### config.mk
export PLATFORM = sky130hd
export DESIGN_NAME = framed_packet_receiver_top
export DESIGN_NICKNAME = d
export VERILOG_FILES = /design/src/sv/frp_pkg.sv /design/src/sv/framed_packet_receiver_top.sv /design/src/sv/frp_ram.sv /design/src/sv/frp_crc.sv
export SDC_FILE = /design/constraint.sdc
export NUM_CORES = 1
export LEC_CHECK = 0
export BUFFER_PORTS_ARGS = -buffer_cell sky130_fd_sc_hd__buf_4
export CORE_UTILIZATION = 43
export CTS_CLUSTER_DIAMETER = 30
export DETAILED_ROUTE_END_ITERATION = 8
export HOLD_SLACK_MARGIN = 0.15
export PLACE_DENSITY = 0.61
export SYNTH_ARGS = -nofsm -noshare
export SYNTH_HDL_FRONTEND = slang
export SYNTH_HIERARCHICAL = 1
export SYNTH_SLANG_ARGS = --single-unit
### constraint.sdc
create_clock -name i_clk -period 3.14 [get_ports i_clk]
set_input_delay 0.628 -clock i_clk [delete_from_list [all_inputs] [get_ports i_clk]]
set_output_delay 0.628 -clock i_clk [all_outputs]
set_load 0.03 [all_outputs]
### src/sv/frp_pkg.sv
// Shared types, constants and codes of the framed packet receiver.
`default_nettype none

package frp_pkg;

    // Default payload capacity of one frame
    localparam int MAX_PAYLOAD_BYTES_DEF = 32;

    // CRC-16/CCITT-FALSE
    localparam logic [15:0] CRC_POLY = 16'h1021;
    localparam logic [15:0] CRC_INIT = 16'hFFFF;

    // Configuration register reset values
    localparam logic [7:0] OWN_NODE_RST   = 8'h01;
    localparam logic [7:0] START_BYTE_RST = 8'hA6;

    // Configuration register indexes
    localparam int          CFG_IDX_W      = 1;
    localparam logic [CFG_IDX_W-1:0] CFG_OWN_NODE   = 1'b0;
    localparam logic [CFG_IDX_W-1:0] CFG_START_BYTE = 1'b1;

    // Output beat layout
    localparam int OUT_TDATA_W = 32;

    // Frame parse phase
    typedef enum logic [2:0] {
        PH_HUNT   = 3'd0,
        PH_NODE   = 3'd1,
        PH_CMD    = 3'd2,
        PH_LEN    = 3'd3,
        PH_DATA   = 3'd4,
        PH_CHK_LO = 3'd5,
        PH_CHK_HI = 3'd6
    } t_phase;

    // Sequencer state
    typedef enum logic [1:0] {
        ST_IDLE = 2'd0,
        ST_CRC  = 2'd1,
        ST_READ = 2'd2,
        ST_EMIT = 2'd3
    } t_state;

    // Commands to the CRC unit
    typedef struct packed {
        logic       init;
        logic       start;
        logic [7:0] data;
    } t_crc_ctrl;

    // Status from the CRC unit
    typedef struct packed {
        logic        busy;
        logic [15:0] value;
    } t_crc_stat;

endpackage

`default_nettype wire

### src/sv/framed_packet_receiver_top.sv
// Framed packet receiver: head search, CRC-16 check and payload replay.
//
// Bytes arrive one per beat on the slave stream. After the start byte the
// block takes node, command and length bytes, up to MAX_PAYLOAD_BYTES payload
// bytes and a CRC-16/CCITT-FALSE sent low byte first. A good frame for this
// node is replayed on the master stream, one beat per payload byte (one beat
// with zero data for an empty frame), tlast on the final beat; bad frames
// vanish. Node, command, accepted length and payload bytes each start the
// bit-serial CRC unit (one polynomial step per cycle); no byte is taken
// until it is done. Bytes seen while hunting, a length byte above the
// maximum and the check bytes do not use it. Replay reads each payload byte
// from the RAM, then offers its beat, held through any master stall; an empty
// frame goes straight to its single beat. No byte is taken during replay.
`default_nettype none

module framed_packet_receiver_top #(
    parameter int MAX_PAYLOAD_BYTES = frp_pkg::MAX_PAYLOAD_BYTES_DEF
) (
    input  wire logic                          i_clk,
    input  wire logic                          i_rst_n,
    // Configuration write channel
    input  wire logic                          i_cfg_valid,
    output logic                               o_cfg_ready,
    input  wire logic [frp_pkg::CFG_IDX_W-1:0] i_cfg_index,
    input  wire logic [7:0]                    i_cfg_data,
    // Received bytes
    input  wire logic                          s_axis_tvalid,
    output logic                               s_axis_tready,
    input  wire logic [7:0]                    s_axis_tdata,   // [7:0] rx_byte
    // Frame payload beats
    output logic                               m_axis_tvalid,
    input  wire logic                          m_axis_tready,
    // [7:0] frame_command, [13:8] frame_length, [21:14] data_byte,
    // [26:22] byte_position, [31:27] zero
    output logic [frp_pkg::OUT_TDATA_W-1:0]    m_axis_tdata,
    output logic                               m_axis_tlast    // end_of_frame
);

    import frp_pkg::*;

    localparam int LEN_W  = $clog2(MAX_PAYLOAD_BYTES + 1);
    localparam int ADDR_W = (MAX_PAYLOAD_BYTES > 1) ? $clog2(MAX_PAYLOAD_BYTES) : 1;

    t_state      r_state, n_state;
    t_phase      r_phase, n_phase;
    logic [7:0]  r_own, n_own;
    logic [7:0]  r_start, n_start;
    logic [7:0]  r_node, n_node;
    logic [7:0]  r_cmd, n_cmd;
    logic [LEN_W-1:0] r_len, n_len;
    logic [LEN_W-1:0] r_count, n_count;
    logic [7:0]  r_chk_lo, n_chk_lo;

    t_crc_ctrl   w_crc_ctrl;
    t_crc_stat   w_crc_stat;
    logic        w_in_beat;
    logic        w_out_beat;
    logic        w_ram_wr;
    logic [7:0]  w_ram_rd;
    logic [LEN_W-1:0] w_count_inc;
    logic        w_last;
    logic [7:0]  w_data;
    logic [LEN_W+5:0] w_len_ext;
    logic [LEN_W+4:0] w_pos_ext;

    assign o_cfg_ready   = 1'b1;
    assign s_axis_tready = (r_state == ST_IDLE);
    assign w_in_beat     = s_axis_tvalid && s_axis_tready;
    assign w_out_beat    = m_axis_tvalid && m_axis_tready;
    assign w_count_inc   = r_count + LEN_W'(1);

    // Payload store
    frp_ram #(
        .WIDTH (8),
        .DEPTH (MAX_PAYLOAD_BYTES)
    ) u_ram (
        .i_clk     (i_clk),
        .i_wr_en   (w_ram_wr),
        .i_wr_addr (r_count[ADDR_W-1:0]),
        .i_wr_data (s_axis_tdata),
        .i_rd_addr (r_count[ADDR_W-1:0]),
        .o_rd_data (w_ram_rd)
    );

    // Shared CRC unit
    frp_crc u_crc (
        .i_clk   (i_clk),
        .i_rst_n (i_rst_n),
        .i_ctrl  (w_crc_ctrl),
        .o_stat  (w_crc_stat)
    );

    // Sequencer: parse bytes, drive the CRC unit, replay payload
    always_comb begin
        n_state  = r_state;
        n_phase  = r_phase;
        n_own    = r_own;
        n_start  = r_start;
        n_node   = r_node;
        n_cmd    = r_cmd;
        n_len    = r_len;
        n_count  = r_count;
        n_chk_lo = r_chk_lo;
        w_crc_ctrl.init  = 1'b0;
        w_crc_ctrl.start = 1'b0;
        w_crc_ctrl.data  = s_axis_tdata;
        w_ram_wr = 1'b0;

        // Configuration writes
        if (i_cfg_valid) begin
            case (i_cfg_index)
                CFG_OWN_NODE:   n_own   = i_cfg_data;
                CFG_START_BYTE: n_start = i_cfg_data;
                default:        ;
            endcase
        end

        case (r_state)
            ST_IDLE: begin
                if (w_in_beat) begin
                    case (r_phase)
                        PH_HUNT: begin
                            if (s_axis_tdata == r_start) begin
                                w_crc_ctrl.init = 1'b1;
                                n_phase = PH_NODE;
                            end
                        end
                        PH_NODE: begin
                            n_node = s_axis_tdata;
                            w_crc_ctrl.start = 1'b1;
                            n_phase = PH_CMD;
                            n_state = ST_CRC;
                        end
                        PH_CMD: begin
                            n_cmd = s_axis_tdata;
                            w_crc_ctrl.start = 1'b1;
                            n_phase = PH_LEN;
                            n_state = ST_CRC;
                        end
                        PH_LEN: begin
                            n_count = '0;
                            if ({1'b0, s_axis_tdata} > 9'(MAX_PAYLOAD_BYTES)) begin
                                n_phase = PH_HUNT;
                            end else begin
                                n_len = s_axis_tdata[LEN_W-1:0];
                                w_crc_ctrl.start = 1'b1;
                                n_state = ST_CRC;
                                if (s_axis_tdata == 8'd0) begin
                                    n_phase = PH_CHK_LO;
                                end else begin
                                    n_phase = PH_DATA;
                                end
                            end
                        end
                        PH_DATA: begin
                            w_ram_wr = 1'b1;
                            n_count = w_count_inc;
                            w_crc_ctrl.start = 1'b1;
                            n_state = ST_CRC;
                            if (w_count_inc >= r_len) begin
                                n_phase = PH_CHK_LO;
                            end
                        end
                        PH_CHK_LO: begin
                            n_chk_lo = s_axis_tdata;
                            n_phase = PH_CHK_HI;
                        end
                        PH_CHK_HI: begin
                            n_phase = PH_HUNT;
                            if ((r_node == r_own) &&
                                ({s_axis_tdata, r_chk_lo} == w_crc_stat.value)) begin
                                n_count = '0;
                                if (r_len == '0) begin
                                    n_state = ST_EMIT;
                                end else begin
                                    n_state = ST_READ;
                                end
                            end
                        end
                        default: begin
                            n_phase = PH_HUNT;
                        end
                    endcase
                end
            end
            ST_CRC: begin
                if (!w_crc_stat.busy) begin
                    n_state = ST_IDLE;
                end
            end
            ST_READ: begin
                n_state = ST_EMIT;
            end
            ST_EMIT: begin
                if (w_out_beat) begin
                    if (w_last) begin
                        n_state = ST_IDLE;
                    end else begin
                        n_count = w_count_inc;
                        n_state = ST_READ;
                    end
                end
            end
            default: begin
                n_state = ST_IDLE;
            end
        endcase
    end

    always_ff @(posedge i_clk) begin
        if (!i_rst_n) begin
            r_state  <= ST_IDLE;
            r_phase  <= PH_HUNT;
            r_own    <= OWN_NODE_RST;
            r_start  <= START_BYTE_RST;
            r_node   <= 8'd0;
            r_cmd    <= 8'd0;
            r_len    <= '0;
            r_count  <= '0;
            r_chk_lo <= 8'd0;
        end else begin
            r_state  <= n_state;
            r_phase  <= n_phase;
            r_own    <= n_own;
            r_start  <= n_start;
            r_node   <= n_node;
            r_cmd    <= n_cmd;
            r_len    <= n_len;
            r_count  <= n_count;
            r_chk_lo <= n_chk_lo;
        end
    end

    // Output beat
    assign w_last    = (r_len == '0) || (w_count_inc == r_len);
    assign w_data    = (r_len == '0) ? 8'd0 : w_ram_rd;
    assign w_len_ext = {6'd0, r_len};
    assign w_pos_ext = {5'd0, r_count};

    assign m_axis_tvalid = (r_state == ST_EMIT);
    assign m_axis_tlast  = w_last;
    assign m_axis_tdata  = {5'd0, w_pos_ext[4:0], w_data, w_len_ext[5:0], r_cmd};

endmodule

`default_nettype wire

### src/sv/frp_ram.sv
// Generic single-write, single-read RAM with registered read data.
`default_nettype none

module frp_ram #(
    parameter int WIDTH = 8,
    parameter int DEPTH = 32,
    parameter int ADDR_W = (DEPTH > 1) ? $clog2(DEPTH) : 1
) (
    input  wire logic              i_clk,
    input  wire logic              i_wr_en,
    input  wire logic [ADDR_W-1:0] i_wr_addr,
    input  wire logic [WIDTH-1:0]  i_wr_data,
    input  wire logic [ADDR_W-1:0] i_rd_addr,
    output logic      [WIDTH-1:0]  o_rd_data
);

    logic [WIDTH-1:0] r_mem [DEPTH];

    // Write port
    always_ff @(posedge i_clk) begin
        if (i_wr_en) begin
            r_mem[i_wr_addr] <= i_wr_data;
        end
    end

    // Registered read port
    always_ff @(posedge i_clk) begin
        o_rd_data <= r_mem[i_rd_addr];
    end

endmodule

`default_nettype wire

### src/sv/frp_crc.sv
// Bit-serial CRC-16/CCITT-FALSE unit, one polynomial step per cycle.
`default_nettype none

module frp_crc (
    input  wire logic              i_clk,
    input  wire logic              i_rst_n,
    input  wire frp_pkg::t_crc_ctrl i_ctrl,
    output frp_pkg::t_crc_stat     o_stat
);

    import frp_pkg::*;

    logic [15:0] r_crc;
    logic [15:0] n_crc;
    logic [3:0]  r_bits;
    logic [3:0]  n_bits;

    // Load, fold in a byte, or shift one bit
    always_comb begin
        n_crc  = r_crc;
        n_bits = r_bits;
        if (i_ctrl.init) begin
            n_crc  = CRC_INIT;
            n_bits = 4'd0;
        end else if (i_ctrl.start) begin
            n_crc  = r_crc ^ {i_ctrl.data, 8'h00};
            n_bits = 4'd8;
        end else if (r_bits != 4'd0) begin
            if (r_crc[15]) begin
                n_crc = {r_crc[14:0], 1'b0} ^ CRC_POLY;
            end else begin
                n_crc = {r_crc[14:0], 1'b0};
            end
            n_bits = r_bits - 4'd1;
        end
    end

    always_ff @(posedge i_clk) begin
        if (!i_rst_n) begin
            r_crc  <= CRC_INIT;
            r_bits <= 4'd0;
        end else begin
            r_crc  <= n_crc;
            r_bits <= n_bits;
        end
    end

    assign o_stat.busy  = (r_bits != 4'd0);
    assign o_stat.value = r_crc;

endmodule

`default_nettype wire
# Yosys cells after proc, flatten, opt, wreduce, memory -nomap -nowiden
# Memory sizes are Yosys's and may differ from the RTL's. A register that Yosys moved wholly into a read port is not among the register bits.
# Index checks and enable logic that the tools add are counted.
# totals
regBits	77
output_inout_bits	36
mem_bits_rw	256
memories	1
# mem_list
memory	words	width	rd	rd_ports_with_merged_regs	write_ports	line	rtl
u_ram.r_mem	32	8	1	1	1	frp_ram.sv:17	logic [WIDTH-1:0] r_mem [DEPTH];
# classes
eq_ne	23
addsub	2
muxes	37
n_bitwise	5
n_reduce_logical	23
magnitude_cmp	2
# op_table
operator	count
$mux 16	2
$mux 6	4
$pmux 3 s6	1
$pmux 6 s3	1
$eq 16x16->1	1
$eq 8x8->1	2
$mux 2	8
$xor 16x16->16	1
$mux 13	1
$pmux 6 s2	1
$reduce_and 6->1	2
$mux 1	10
$eq 3x3->1 const B	3
$mux 3	3
$reduce_and 3->1	3
$gt 8x6->1 const B	1
$logic_not 8->1	1
$mux 4	2
$mux 8	1
$ne 2x2->1 const B	4
$pmux 2 s4	1
$reduce_and 4->1	2
$add 6x1->6 const B	1
$eq 3x2->1 const B	2
24 further kinds	34

# Longest topological paths before layout
# depth
ltp_word	6
mapped_depth	12
mapped_depth_nobuf	10

# Cells and area by module
# Netlist, hierarchy kept.
# by_module_without_submodules
mod	area_each_um2	cells_each	n_inst
frp_ram	10053.4	417	1
framed_packet_receiver_top	3235.6	371	1
frp_crc	979.7	114	1

# Least setup slack after synthesis
# Ideal clock, no wire load.
# synth_timing
kind	register -> register
startpoint	register r_state[1]
endpoint	memory u_ram.r_mem[28][0], enable pin
setup_slack_ns	0.484
required_time_ns	2.770
setup_ns	0.370
t_arrival_ns	2.286
path_stages_with_launch	10
cell_sequence	dfxtp_1 buf_2 nor2_4 and2_1 buf_2 nand2b_1 nor2_1 or3b_2 clkbuf_1 nor2_1
# synth_via
elab_chain_cells	6
# synth_lines
element	line	rtl
start: declaration	framed_packet_receiver_top.sv:44	t_state r_state, n_state;
start signal: assignment	framed_packet_receiver_top.sv:222	r_state <= n_state;
$logic_not 2->1 (*)	framed_packet_receiver_top.sv:67	assign s_axis_tready = (r_state == ST_IDLE);
named net s_axis_tready	framed_packet_receiver_top.sv:28	output logic s_axis_tready,
$logic_and 1x1->1	framed_packet_receiver_top.sv:68	assign w_in_beat = s_axis_tvalid && s_axis_tready;
$mux 1	framed_packet_receiver_top.sv:120	if (w_in_beat) begin
$mux 1 (*)	framed_packet_receiver_top.sv:118	case (r_state)
named net w_ram_wr	framed_packet_receiver_top.sv:58	logic w_ram_wr;
$mux 1 (*)	frp_ram.sv:21	if (i_wr_en) begin
$mux 1 (implied by the code) (*)	frp_ram.sv:22	r_mem[i_wr_addr] <= i_wr_data;
end: declaration	frp_ram.sv:17	
# Mark *: on every way through the listed nets, which the timed path passes. The rest lies on a longest branch.

# Worst setup path in the final report
# layout_timing
startpoint	register r_count[1]
endpoint	output m_axis_tlast
# layout_via
elab_chain_cells	3
# layout_lines
element	line	rtl
start: declaration	framed_packet_receiver_top.sv:51	logic [LEN_W-1:0] r_count, n_count;
start signal: assignment	framed_packet_receiver_top.sv:229	r_count <= n_count;
$add 6x1->6	framed_packet_receiver_top.sv:70	assign w_count_inc = r_count + LEN_W'(1);
$eq 6x6->1	framed_packet_receiver_top.sv:235	assign w_last = (r_len == '0) || (w_count_inc == r_len);
$logic_or 1x1->1	framed_packet_receiver_top.sv:235	
end: declaration	framed_packet_receiver_top.sv:36	output logic m_axis_tlast
# Every way passes these cells.

==> impl_metrics.yaml <==
status:
  status: "finished clean"
die:
  die_area_um2: 33900
  fp.dieW_um: 184
  core.rowCount: 66
  fp.dieH_um: 184
  initial_core_util_pct: 43.7
  pin_count: 58
  coreArea_um2: 32600
final_layout:
  drive_gt1_share_pct: 30.0
  fill_cells: 2601
  final_nets: 1054
  design_area_um2: 17900
  register_area_um2: 9400
  multi_input_area_um2: 4470
  area_growth_pct: 25.1
  diodes: 0
timing:
  max_freq_mhz: 335
  setup_viol: 0
  hold_viol: 0
  slew_violations: 0
  period_share_pct: 95.1
  tightest_slew_ps: 706
  finalClockSkew_ps: 27.7
  slew_headroom_pct: 52.5
  setup_slack_ps: 152
  period_needed_ps: 2990
critical_path:
  r2r_setup_slack_ps: 600
  slowest_stage: "dfxtp_2"
  crit_family: "simple AND/OR/NAND/NOR gates"
  crit_top_cell: "ha_1"
  path_class: "reg2out"
  worstPathBufferInverterCount: 1
  cp.arrival_ps: 2360
  cp_data_required_time_ps: 2510
  worst_setup_path_start_kind: "register"
  worstPathCellList: "ha_1, nand3_1, xnor2_2, ha_1, and3_1, nand4_1, nand2_2, buf_6"
  crit_path_end_kind: "output port"
  cp_max_fo: 8
  cpPeakStageDelay_ps: 400
synthesis:
  syn_area_um2: 14300
  ys_top_cells_by_count: "edfxtp_1 (256), dfxtp_1 (85), mux4_2 (80), nand2_1 (58), nor2_1 (44)"
  synthCells: 902
  synth_cell_types: 55
  synth_area_leaders: "edfxtp_1 (54%), mux4_2 (13%), dfxtp_1 (12%)"
  yosysSeqAreaShare_pct: 65.8
  yosysTopAreaCell: "edfxtp_1"
  ys_warn_count: 6
  synth_seq_cells: 341
  yosysTopAreaCellShare_pct: 53.9
  synth_edf_count: 256
  synth_flop_cell: "edfxtp_1"
  async_flop_share_pct: 0
  avgSynthCellArea_um2: 15.8
  synth.most_common_cell: "edfxtp_1"
flow_run:
  max_cap_viol_count: 0
detailed_routing:
  first_pass_iters: 5
  avgRoutedWirePerCell_um: 21.7
  ant_nets: 0
  num_vias: 8192
  via_per_inst: 5.38
  drc: 0
  routed_wirelength_mm: 33.1
  first_iter_violations: 586
power:
  p_per_area_nw_per_um2: 760
  ir_worst_vdd_uv: 397
  leakage_nw: 6.19
global_routing:
  grt_pass1_wl_mm: 50.7
  grt_max_degree: 76
  antenna_found_initial: 1
  overflow: 0
  first_global_vias: 8393
  grtUsageTotal_pct: 20.4
clocking:
  clock-root-buffer: "clkbuf_16"
  cts_buffer_depth: 3
  cts_buffers: 72
  cts.sinks: 341
  htreeDepth: 3
  cts_setup_buffers: 0
  clkTransAtPathRegs_ps: 40
  insertion_delay_ps: 570
  cts_tree: "built"
placement:
  place_hpwl_mm: 20.5
  place_congestion: 0.790
  place_ws_ps: 431
  place_area_um2: 15300
  portBuffers: 51
worst_hold_path:
  hp-class: "in2reg"
==> sequential cells by signal (all words and copies together), names as in the netlist <==
register,cells
r_own,8
u_crc/r_crc,16
u_ram/r_mem,256
r_start,8
r_state,2
r_chk_lo,8
r_phase,3
r_cmd,8
r_len,6
u_crc/r_bits,4
u_ram/o_rd_data,8
r_count,6
r_node,8
==> per-stage QoR <==
stage | utilization [%] | power (W) | setup TNS [ps] | instances | hold WS, ps
2_1_floorplan | - | 0.00566 | 0 | 906 | 446
6_report | 54.7 | 0.0136 | 0 | 1523 | 299
3_3_place_gp | 46.9 | 0.00587 | 0 | 1391 | 459
3_5_place_dp | 46.9 | 0.00588 | 0 | 1391 | 472
5_1_grt | 54.7 | 0.0140 | -41.0 | 1523 | 300
4_1_cts | 54.7 | 0.0137 | 0 | 1523 | 286
==> layout make-up <==
type                    count  share of cell area [%]
repair buffers            107                    4.66
clock inverters            37                    3.08
flip-flops and latches    341                    52.6
multi-input cells         490                    25.1
well taps                 442                    3.10
clock buffers              95                    11.2
inverters                  11                   0.245
==> cell usage in the layout, fill, tap and decap left out, types with 17 or more instances in the layout <==
master	count
a21oi_1	17
buf_4	104
clkbuf_16	75
dfxtp_1	82
edfxtp_1	256
mux2i_1	37
mux4_2	80
nand2_1	57
nand3_1	34
nor2_1	44
nor2b_1	33
o21ai_0	21
xor2_1	27
==> path summary, 6_finish.rpt <==
path	from	to	cells past startpoint
worst max-delay path	r_count[1]$_SDFFE_PN0P_	m_axis_tlast	8
worst min-delay path	i_cfg_data[2]	r_start[2]$_SDFFE_PN1P_	3
worst max register to register	r_state[1]$_SDFFE_PN0P_	u_ram/r_mem[4][7]$_DFFE_PP_	7
worst min register to register	r_start[4]$_SDFFE_PN0P_	r_start[4]$_SDFFE_PN0P_	2
==> worst register-to-register path, cell delays in order, from the launching register on <==
cell      delay, ps
dfxtp_1         400
nor2_4          190
and2_1          270
nand2b_1        160
nor2_1          240
or3b_2          630
nor2_1          160
buf_4           200
==> routing by layer <==
metal  up-vias  wire [µm]  global-route usage [%]
met1      4179      14500                    27.7
met5         -         13                       0
li1       3699          -                       -
met3        48       2030                    4.45
met4         2        549                    6.43
met2       264      16000                    32.8
==> power breakdown <==
part           switching, W  leakage (nW)  internal, W  total [W]
Clock               0.00242          1.23      0.00534    0.00776
Combinational      0.000446          1.96     0.000299   0.000745
Sequential         0.000108          3.00      0.00495    0.00506
Total               0.00298          6.19       0.0106     0.0136
==> kinds of logic after synthesis <==
| family | after synthesis | share of synthesized area (%) |
|---|---|---|
| compound gates | 73 | 3.33 |
| xor+xnor | 39 | 2.39 |
| fa+ha+maj | 9 | 0.789 |
| buf+inv | 75 | 3.06 |
| flops | 341 | 65.8 |
| mux | 125 | 15.9 |
| other cells | 2 | 0.0526 |
| simple gates | 238 | 8.72 |
==> what timing repair did <==
item / in CTS / in global routing
endpoints found under the setup margin: 1 / 1
hold buffers: 0 / 0
resized for setup: 1 / 3
No activity file was read; power rests on OpenSTA's default activity.
